===== src/sv/awam_pkg.sv =====
`timescale 1ns / 1ps

package awam_pkg;

    localparam int TICK_W = 32;
    localparam int LANES  = 4;

    localparam logic [1:0] LANE_X   = 2'd0;
    localparam logic [1:0] LANE_Y   = 2'd1;
    localparam logic [1:0] LANE_Z   = 2'd2;
    localparam logic [1:0] LANE_MAG = 2'd3;

    typedef enum logic [2:0] {
        ST_IDLE,
        ST_SQUARE,
        ST_SQRT,
        ST_UPDATE,
        ST_DIVIDE,
        ST_DONE
    } awam_state_t;

endpackage


===== src/sv/awam_ram.sv =====
`timescale 1ns / 1ps

module awam_ram
#(
    parameter int WIDTH = 56,
    parameter int DEPTH = 32,
    localparam int ADDR_W = (DEPTH > 1) ? $clog2(DEPTH) : 1
)
(
    input  logic              clk,
    input  logic              wr_en,
    input  logic [ADDR_W-1:0] wr_addr,
    input  logic [WIDTH-1:0]  wr_data,
    input  logic [ADDR_W-1:0] rd_addr,
    output logic [WIDTH-1:0]  rd_data
);

    logic [WIDTH-1:0] mem [DEPTH];
    logic [WIDTH-1:0] rd_data_reg;

    always_ff @(posedge clk)
    begin
        if (wr_en)
        begin
            mem[wr_addr] <= wr_data;
        end
        rd_data_reg <= mem[rd_addr];
    end

    assign rd_data = rd_data_reg;

endmodule


===== src/sv/accel_window_average_magnitude.sv =====
// A request whose tick repeats skips the squares, the root and the window update and goes
// straight to the divide; a new sample runs through the squares, the bit-pair square root,
// the window update and the divide. One request is taken at a time: a new one is accepted
// only once the result is loaded into the output register and the state machine is idle.
// Reset clears the running sums, the write index, the fill flag and the last tick, so
// the window reads as all zeros; the sample memory itself needs no clearing pass.
`timescale 1ns / 1ps

module accel_window_average_magnitude
    import awam_pkg::*;
#(
    parameter int WINDOW      = 32,
    parameter int SAMPLE_BITS = 14,
    localparam int IN_W  = ((TICK_W + 3 * SAMPLE_BITS + 7) / 8) * 8,
    localparam int OUT_W = ((4 * SAMPLE_BITS + 7) / 8) * 8
)
(
    input  logic             clk,
    input  logic             rst_n,
    input  logic             s_axis_tvalid,
    output logic             s_axis_tready,
    // tick_count, accel_x, accel_y, accel_z
    input  logic [IN_W-1:0]  s_axis_tdata,
    output logic             m_axis_tvalid,
    input  logic             m_axis_tready,
    // avg_x, avg_y, avg_z, avg_magnitude
    output logic [OUT_W-1:0] m_axis_tdata,
    // sample_taken
    output logic [0:0]       m_axis_tuser
);

    localparam int S       = SAMPLE_BITS;
    localparam int L       = $clog2(WINDOW);
    localparam int B       = S + L;
    localparam int SUM_W   = B + 1;
    localparam int K       = B + L;
    localparam int SQ_W    = 2 * S;
    localparam int PROD_W  = 2 * B + 1;
    localparam int CNT_W   = $clog2(SAMPLE_BITS);
    localparam int ENTRY_W = LANES * S;
    localparam logic [B:0] RECIP =
        (B + 1)'(((64'd1 << K) + 64'(WINDOW) - 64'd1) / 64'(WINDOW));

    awam_state_t state_reg, state_next;
    logic [CNT_W-1:0]        cnt_reg, cnt_next;
    logic [L-1:0]            widx_reg, widx_next;
    logic                    full_reg, full_next;
    logic [TICK_W-1:0]       last_tick_reg, last_tick_next;
    logic                    taken_reg, taken_next;
    logic signed [S-1:0]     samp_reg [3];
    logic signed [S-1:0]     samp_next [3];
    logic [SQ_W-1:0]         sq_reg, sq_next;
    logic [SQ_W-1:0]         rem_reg, rem_next;
    logic [SQ_W:0]           root_reg, root_next;
    logic [SQ_W-1:0]         bit_reg, bit_next;
    logic signed [SUM_W-1:0] sum_reg [LANES];
    logic signed [SUM_W-1:0] sum_next [LANES];
    logic [S-1:0]            res_reg [LANES];
    logic [S-1:0]            res_next [LANES];
    logic                    m_tvalid_reg, m_tvalid_next;
    logic [OUT_W-1:0]        m_tdata_reg, m_tdata_next;
    logic                    m_tuser_reg, m_tuser_next;

    logic [B-1:0]            mul_a;
    logic [B:0]              mul_b;
    logic [PROD_W-1:0]       mul_p;
    logic [SQ_W:0]           trial;
    logic                    ram_wr_en;
    logic [ENTRY_W-1:0]      ram_wr_data;
    logic [ENTRY_W-1:0]      ram_rd_data;
    logic signed [S-1:0]     sel_samp;
    logic [B-1:0]            samp_ext;
    logic signed [SUM_W-1:0] sel_sum;
    logic [SUM_W-1:0]        sum_abs;
    logic [S-1:0]            quot;
    logic [S-1:0]            new_lane;
    logic [S-1:0]            old_lane;
    logic [SUM_W-1:0]        new_ext;
    logic [SUM_W-1:0]        old_ext;
    logic                    s_accept;
    logic                    out_free;

    awam_ram
    #(
        .WIDTH (ENTRY_W),
        .DEPTH (WINDOW)
    )
    u_ram
    (
        .clk     (clk),
        .wr_en   (ram_wr_en),
        .wr_addr (widx_reg),
        .wr_data (ram_wr_data),
        .rd_addr (widx_reg),
        .rd_data (ram_rd_data)
    );

    assign sel_samp = samp_reg[cnt_reg[1:0] == LANE_X ? 0 : (cnt_reg[1:0] == LANE_Y ? 1 : 2)];
    assign samp_ext = {{L{sel_samp[S-1]}}, sel_samp};
    assign sel_sum  = sum_reg[cnt_reg[1:0]];
    assign sum_abs  = sel_sum[SUM_W-1] ? (~sel_sum + 1'b1) : sel_sum;
    assign mul_a    = (state_reg == ST_SQUARE)
                    ? (sel_samp[S-1] ? (~samp_ext + 1'b1) : samp_ext)
                    : sum_abs[B-1:0];
    assign mul_b    = (state_reg == ST_SQUARE) ? {1'b0, mul_a} : RECIP;
    assign mul_p    = {{(B + 1){1'b0}}, mul_a} * {{B{1'b0}}, mul_b};
    assign quot     = mul_p[K +: S];

    assign s_axis_tready = (state_reg == ST_IDLE);
    assign s_accept      = s_axis_tvalid && s_axis_tready;
    assign out_free      = !m_tvalid_reg || m_axis_tready;
    assign ram_wr_en     = (state_reg == ST_UPDATE);
    assign ram_wr_data   = {root_reg[S-1:0], samp_reg[2], samp_reg[1], samp_reg[0]};
    assign trial         = root_reg + {1'b0, bit_reg};

    assign m_axis_tvalid = m_tvalid_reg;
    assign m_axis_tdata  = m_tdata_reg;
    assign m_axis_tuser  = m_tuser_reg;

    always_ff @(posedge clk or negedge rst_n)
    begin
        if (!rst_n)
        begin
            state_reg     <= ST_IDLE;
            cnt_reg       <= '0;
            widx_reg      <= '0;
            full_reg      <= 1'b0;
            last_tick_reg <= '0;
            m_tvalid_reg  <= 1'b0;
            for (int i = 0; i < LANES; i++)
            begin
                sum_reg[i] <= '0;
            end
        end
        else
        begin
            state_reg     <= state_next;
            cnt_reg       <= cnt_next;
            widx_reg      <= widx_next;
            full_reg      <= full_next;
            last_tick_reg <= last_tick_next;
            m_tvalid_reg  <= m_tvalid_next;
            for (int i = 0; i < LANES; i++)
            begin
                sum_reg[i] <= sum_next[i];
            end
        end
    end

    always_ff @(posedge clk)
    begin
        taken_reg   <= taken_next;
        sq_reg      <= sq_next;
        rem_reg     <= rem_next;
        root_reg    <= root_next;
        bit_reg     <= bit_next;
        m_tdata_reg <= m_tdata_next;
        m_tuser_reg <= m_tuser_next;
        for (int i = 0; i < 3; i++)
        begin
            samp_reg[i] <= samp_next[i];
        end
        for (int i = 0; i < LANES; i++)
        begin
            res_reg[i] <= res_next[i];
        end
    end

    always_comb
    begin
        state_next     = state_reg;
        cnt_next       = cnt_reg;
        widx_next      = widx_reg;
        full_next      = full_reg;
        last_tick_next = last_tick_reg;
        taken_next     = taken_reg;
        sq_next        = sq_reg;
        rem_next       = rem_reg;
        root_next      = root_reg;
        bit_next       = bit_reg;
        m_tdata_next   = m_tdata_reg;
        m_tuser_next   = m_tuser_reg;
        m_tvalid_next  = m_tvalid_reg && !m_axis_tready;
        for (int i = 0; i < 3; i++)
        begin
            samp_next[i] = samp_reg[i];
        end
        for (int i = 0; i < LANES; i++)
        begin
            sum_next[i] = sum_reg[i];
            res_next[i] = res_reg[i];
        end

        new_lane = '0;
        old_lane = '0;
        new_ext  = '0;
        old_ext  = '0;

        unique case (state_reg)
            ST_IDLE:
            begin
                if (s_accept)
                begin
                    samp_next[0] = s_axis_tdata[TICK_W +: S];
                    samp_next[1] = s_axis_tdata[TICK_W + S +: S];
                    samp_next[2] = s_axis_tdata[TICK_W + 2 * S +: S];
                    sq_next      = '0;
                    cnt_next     = '0;
                    if (s_axis_tdata[TICK_W-1:0] != last_tick_reg)
                    begin
                        taken_next     = 1'b1;
                        last_tick_next = s_axis_tdata[TICK_W-1:0];
                        state_next     = ST_SQUARE;
                    end
                    else
                    begin
                        taken_next = 1'b0;
                        state_next = ST_DIVIDE;
                    end
                end
            end

            ST_SQUARE:
            begin
                sq_next = sq_reg + mul_p[SQ_W-1:0];
                if (cnt_reg[1:0] == LANE_Z)
                begin
                    rem_next   = sq_next;
                    root_next  = '0;
                    bit_next   = SQ_W'(1) << (SQ_W - 2);
                    cnt_next   = '0;
                    state_next = ST_SQRT;
                end
                else
                begin
                    cnt_next = cnt_reg + 1'b1;
                end
            end

            ST_SQRT:
            begin
                if ({1'b0, rem_reg} >= trial)
                begin
                    rem_next  = rem_reg - trial[SQ_W-1:0];
                    root_next = (root_reg >> 1) + {1'b0, bit_reg};
                end
                else
                begin
                    root_next = root_reg >> 1;
                end
                bit_next = bit_reg >> 2;
                if (cnt_reg == CNT_W'(S - 1))
                begin
                    cnt_next   = '0;
                    state_next = ST_UPDATE;
                end
                else
                begin
                    cnt_next = cnt_reg + 1'b1;
                end
            end

            ST_UPDATE:
            begin
                // An entry not yet written since reset counts as zero.
                for (int i = 0; i < LANES; i++)
                begin
                    new_lane = ram_wr_data[i * S +: S];
                    old_lane = full_reg ? ram_rd_data[i * S +: S] : '0;
                    if (i == int'(LANE_MAG))
                    begin
                        new_ext = {{(SUM_W - S){1'b0}}, new_lane};
                        old_ext = {{(SUM_W - S){1'b0}}, old_lane};
                    end
                    else
                    begin
                        new_ext = {{(SUM_W - S){new_lane[S-1]}}, new_lane};
                        old_ext = {{(SUM_W - S){old_lane[S-1]}}, old_lane};
                    end
                    sum_next[i] = sum_reg[i] + new_ext - old_ext;
                end
                if (widx_reg == L'(WINDOW - 1))
                begin
                    widx_next = '0;
                    full_next = 1'b1;
                end
                else
                begin
                    widx_next = widx_reg + 1'b1;
                end
                cnt_next   = '0;
                state_next = ST_DIVIDE;
            end

            ST_DIVIDE:
            begin
                res_next[cnt_reg[1:0]] = sel_sum[SUM_W-1] ? (~quot + 1'b1) : quot;
                if (cnt_reg[1:0] == LANE_MAG)
                begin
                    cnt_next   = '0;
                    state_next = ST_DONE;
                end
                else
                begin
                    cnt_next = cnt_reg + 1'b1;
                end
            end

            ST_DONE:
            begin
                if (out_free)
                begin
                    m_tdata_next  = OUT_W'({res_reg[3], res_reg[2], res_reg[1], res_reg[0]});
                    m_tuser_next  = taken_reg;
                    m_tvalid_next = 1'b1;
                    state_next    = ST_IDLE;
                end
            end

            default:
            begin
                state_next = ST_IDLE;
            end
        endcase
    end

endmodule


===== config.mk =====
export PLATFORM = sky130hd
export DESIGN_NAME = accel_window_average_magnitude
export DESIGN_NICKNAME = d
export VERILOG_FILES = /design/src/sv/awam_pkg.sv /design/src/sv/awam_ram.sv /design/src/sv/accel_window_average_magnitude.sv
export SDC_FILE = /design/constraint.sdc
export NUM_CORES = 2
export LEC_CHECK = 0
export ABC_AREA = 0
export BUFFER_PORTS_ARGS = -buffer_cell sky130_fd_sc_hd__clkbuf_2
export CORE_ASPECT_RATIO = 0.8
export CORE_UTILIZATION = 30
export DETAILED_ROUTE_END_ITERATION = 16
export PLACE_DENSITY = 0.41
export SETUP_SLACK_MARGIN = 0.05
export SYNTH_ARGS = -nofsm -noshare
export SYNTH_HDL_FRONTEND = slang
export SYNTH_HIERARCHICAL = 1
export SYNTH_SLANG_ARGS = --single-unit

===== constraint.sdc =====
create_clock -name clk -period 13.75 [get_ports clk]
set_clock_uncertainty 0.15 [all_clocks]
set_input_delay 2.0625 -clock clk [delete_from_list [all_inputs] [get_ports clk]]
set_output_delay 2.0625 -clock clk [all_outputs]
set_load 0.05 [all_outputs]

==> results.md <==
* Outcome: finished clean
* Initial Util at 30.2%
* Max Root-Sink Buffers at 4
* Worst reg2reg path startpoint: cnt_reg[0]
* DRT Wirelength at 316,000 µm
* Top routing layer in use: met5
* Vias at 63.0k
* Synthesized area per cell at 14.0 µm²
* Ys Warns at 6
* Rows at 196
* # hold bufs at CTS at 0
* Fmax at 0.0844 GHz
* Chip width at 672 µm
* Htree depth at 4
* Worst Path Max Fanout at 13
* Metal-1 WL at 155,000 µm
* Post-synthesis sequential area ratio at 61.1%
* Core Util, Final at 34.5%
* Crit start category: flop
* Critical path type: reg -> reg
* I/O Pins at 143
* Total Routing Usage GR at 17.2%
* Worst path max stage delay at 680 ps
* Setup violators final at 0
* Post-Syn Area at 108,000 µm²
* Post-DP HPWL at 191,000 µm
* Share of the synthesized area in the top cell type at 57.1%
* Core area at 357,000 µm²
* Library cells used by synthesis at 91
* RePlAce Congestion at 0.792
* Met2 WL at 136,000 µm
* Sequential cell area at 65,700 µm²
* Crit path DAT at 12,390 ps
* First-pass iteration count of the detailed router at 5
* RSZ-0062 raised after global routing: false
* Area delta synth->final at 14.3%
* Slew Viols, Final at 0
* Max-Cap Viols at 0
* Area of the multi-input gates at 38,100 µm²
* # clock sinks at 2,229
* I/O Buffers at 136
* Clock transition at path regs at 60 ps
* Final ANT Viol Nets at 0
* Post-route setup TNS at 0 ps
* # DRC at 0
* Crit path max-delay cell type: xnor2_1
* CTS tree: built
* Final-report hold violation count at 0
* Clock Latency Late Sink at 940 ps
* DR WL/cell at 24.1 µm
* DR WL met3 at 18,400 µm
* Final-stage net count at 8,892
* Total grt overflow at 0
* Most frequent cell on the critical path: inv_1
* Gate Count Post-Synth at 7,703
* Worst Hold Path Cells at 0
* Required @ worst endpoint at 14,300 ps
* Post-CTS sizing at 0
* Tightest Pin Transition at 1250 ps
* Period utilization at 86.1%
* Post-synth EDFFs at 2,047
* Worst r2r path cells at 40
* Share of flip-flops with an asynchronous set or reset at 5.65%
* Crit end category: flop
* Main flop type after synthesis: edfxtp_1
* First-pass GRT wire length at 452,000 µm
* Via density per instance at 4.80
* Fill cell count at 34.7k
* Hold Crit Class: reg -> reg
* Slack of the worst reg-to-reg path at 1910 ps
* Ratio of cells with drive above 1 in the final layout at 9.98%
* Slew HR at 16.0%
* Max FFs per register at 1,792
* Die Footprint at 361,000 µm²
* FF-to-FF End: res_reg[3][12]
* Die Ht at 538 µm
* CTS Buf Count at 241
* Post-synth top area cell: edfxtp_1
* Hold EP: m_axis_tdata[6]
* Number of setup buffers added after CTS at 0
* Vias in the first global route at 63.3k
* Final min period at 11,840 ps
* Initial antenna violation count at 35
* Pin count of the biggest net entering global routing at 124
* Flops & latches, synth at 2,229
* Iteration-0 DRC Markers at 4,929
* Min-delay src: res_reg[0][6]
* CTS root buffer: clkbuf_16
* Top post-synthesis cells by area: edfxtp_1 (57%), mux2i_1 (8.5%), fa_1 (7.0%)
[synthesized netlist by cell type, types with 25 or more instances]
cell	instances
o21ai_0	185
inv_1	793
ha_1	296
buf_6	36
clkbuf_1	151
nand3_1	218
dfrtp_1	126
mux2i_1	917
a21oi_1	335
and3_1	45
xnor2_1	162
or3_1	26
nand2b_1	32
nor3_1	95
a21o_1	60
nor2_1	257
edfxtp_1	2047
xor2_1	84
a22oi_1	168
mux2_2	37
buf_2	38
fa_1	377
a31oi_1	95
a22o_1	113
o21bai_1	25
dfxtp_1	56
buf_4	52
and2_1	76
nand2_1	463
[worst max-delay path by stage]
stage               start        endpoint  cells after the start
2_1_floorplan  cnt_reg[0]  res_reg[0][12]                     45
3_5_place_dp   cnt_reg[0]  res_reg[2][12]                     40
4_1_cts        cnt_reg[0]  res_reg[3][12]                     40
5_1_grt        cnt_reg[0]     rem_reg[26]                     42
3_3_place_gp   cnt_reg[0]  res_reg[0][12]                     40
6_report       cnt_reg[0]  res_reg[3][12]                     40
[stage by stage]
stage                     cell area [µm²]  hold WS (ps)  setup WS [ps]  std cells
after floorplan                    108000           250           2940       7877
after global placement             115000           256           1980      12600
after detailed placement           115000           255           1910      12600
after CTS                          123000           269           1840      13100
after global routing               123000           276           1060      13100
final                              123000           267           1910      13100
[placed cells by master (no fill, tap or decap), types with 46 or more instances in the layout]
cell type | netlist | layout
ha_1 | 296 | 296
buf_4 | 52 | 182
clkinv_2 | 0 | 49
o21ai_0 | 185 | 185
a21oi_1 | 335 | 335
mux2i_1 | 917 | 917
nor2_1 | 257 | 224
nand2_1 | 463 | 460
nand3_1 | 218 | 218
a31oi_1 | 95 | 95
nor3_1 | 95 | 93
dfrtp_1 | 126 | 124
fa_1 | 377 | 377
and2_1 | 76 | 74
edfxtp_1 | 2047 | 2047
dfxtp_1 | 56 | 56
a22oi_1 | 168 | 168
a22o_1 | 113 | 113
inv_1 | 793 | 792
conb_1 | 2 | 176
xor2_1 | 84 | 84
a21o_1 | 60 | 60
clkinv_1 | 2 | 46
xnor2_1 | 162 | 162
clkbuf_16 | 0 | 243
clkbuf_2 | 0 | 135
clkbuf_1 | 151 | 54
[critical path: cells and delay by family (launching register included)]
family	cells	cell delay (ps)
simple gates	11	2410
flops	1	420
xor+xnor	2	960
compound gates	7	2220
mux	1	510
fa+ha+maj	10	3890
buf+inv	9	1060
[area by class of cell]
class	instances	share of cell area, %
clock buffer	307	5.22
inverter	795	2.43
timing repair buffer	325	1.78
multi-input combinational	4543	31.0
clock inverter	149	1.28
sequential	2229	53.4
tap	4752	4.83
antenna	13	0.0264
[logic make-up (layout without fill, tap and decap cells)]
family,Yosys count,in the layout,synth area share [%]
DFF,2229,2229,61.1
and+or+nand+nor,1308,1308,5.62
other,2,189,0.00698
adders and majority gates,673,673,10.5
AOI/OAI and AO/OA,1165,1165,7.08
muxes,973,973,9.31
xor gates and xnor gates,248,248,2.03
buffers and inverters,1105,1576,4.43
[per-layer routing]
| layer | GRT usage (%) | vias up |
|---|---|---|
| li1 | - | 28700 |
| met1 | 25.6 | 32400 |
| met2 | 26.1 | 1399 |
| met3 | 3.18 | 373 |
| met4 | 3.91 | 8 |
| met5 | 0 | - |
Power is left out: the tool's default activity adds up to more than one toggle a clock period on the data nets, which glitch-free logic cannot reach.
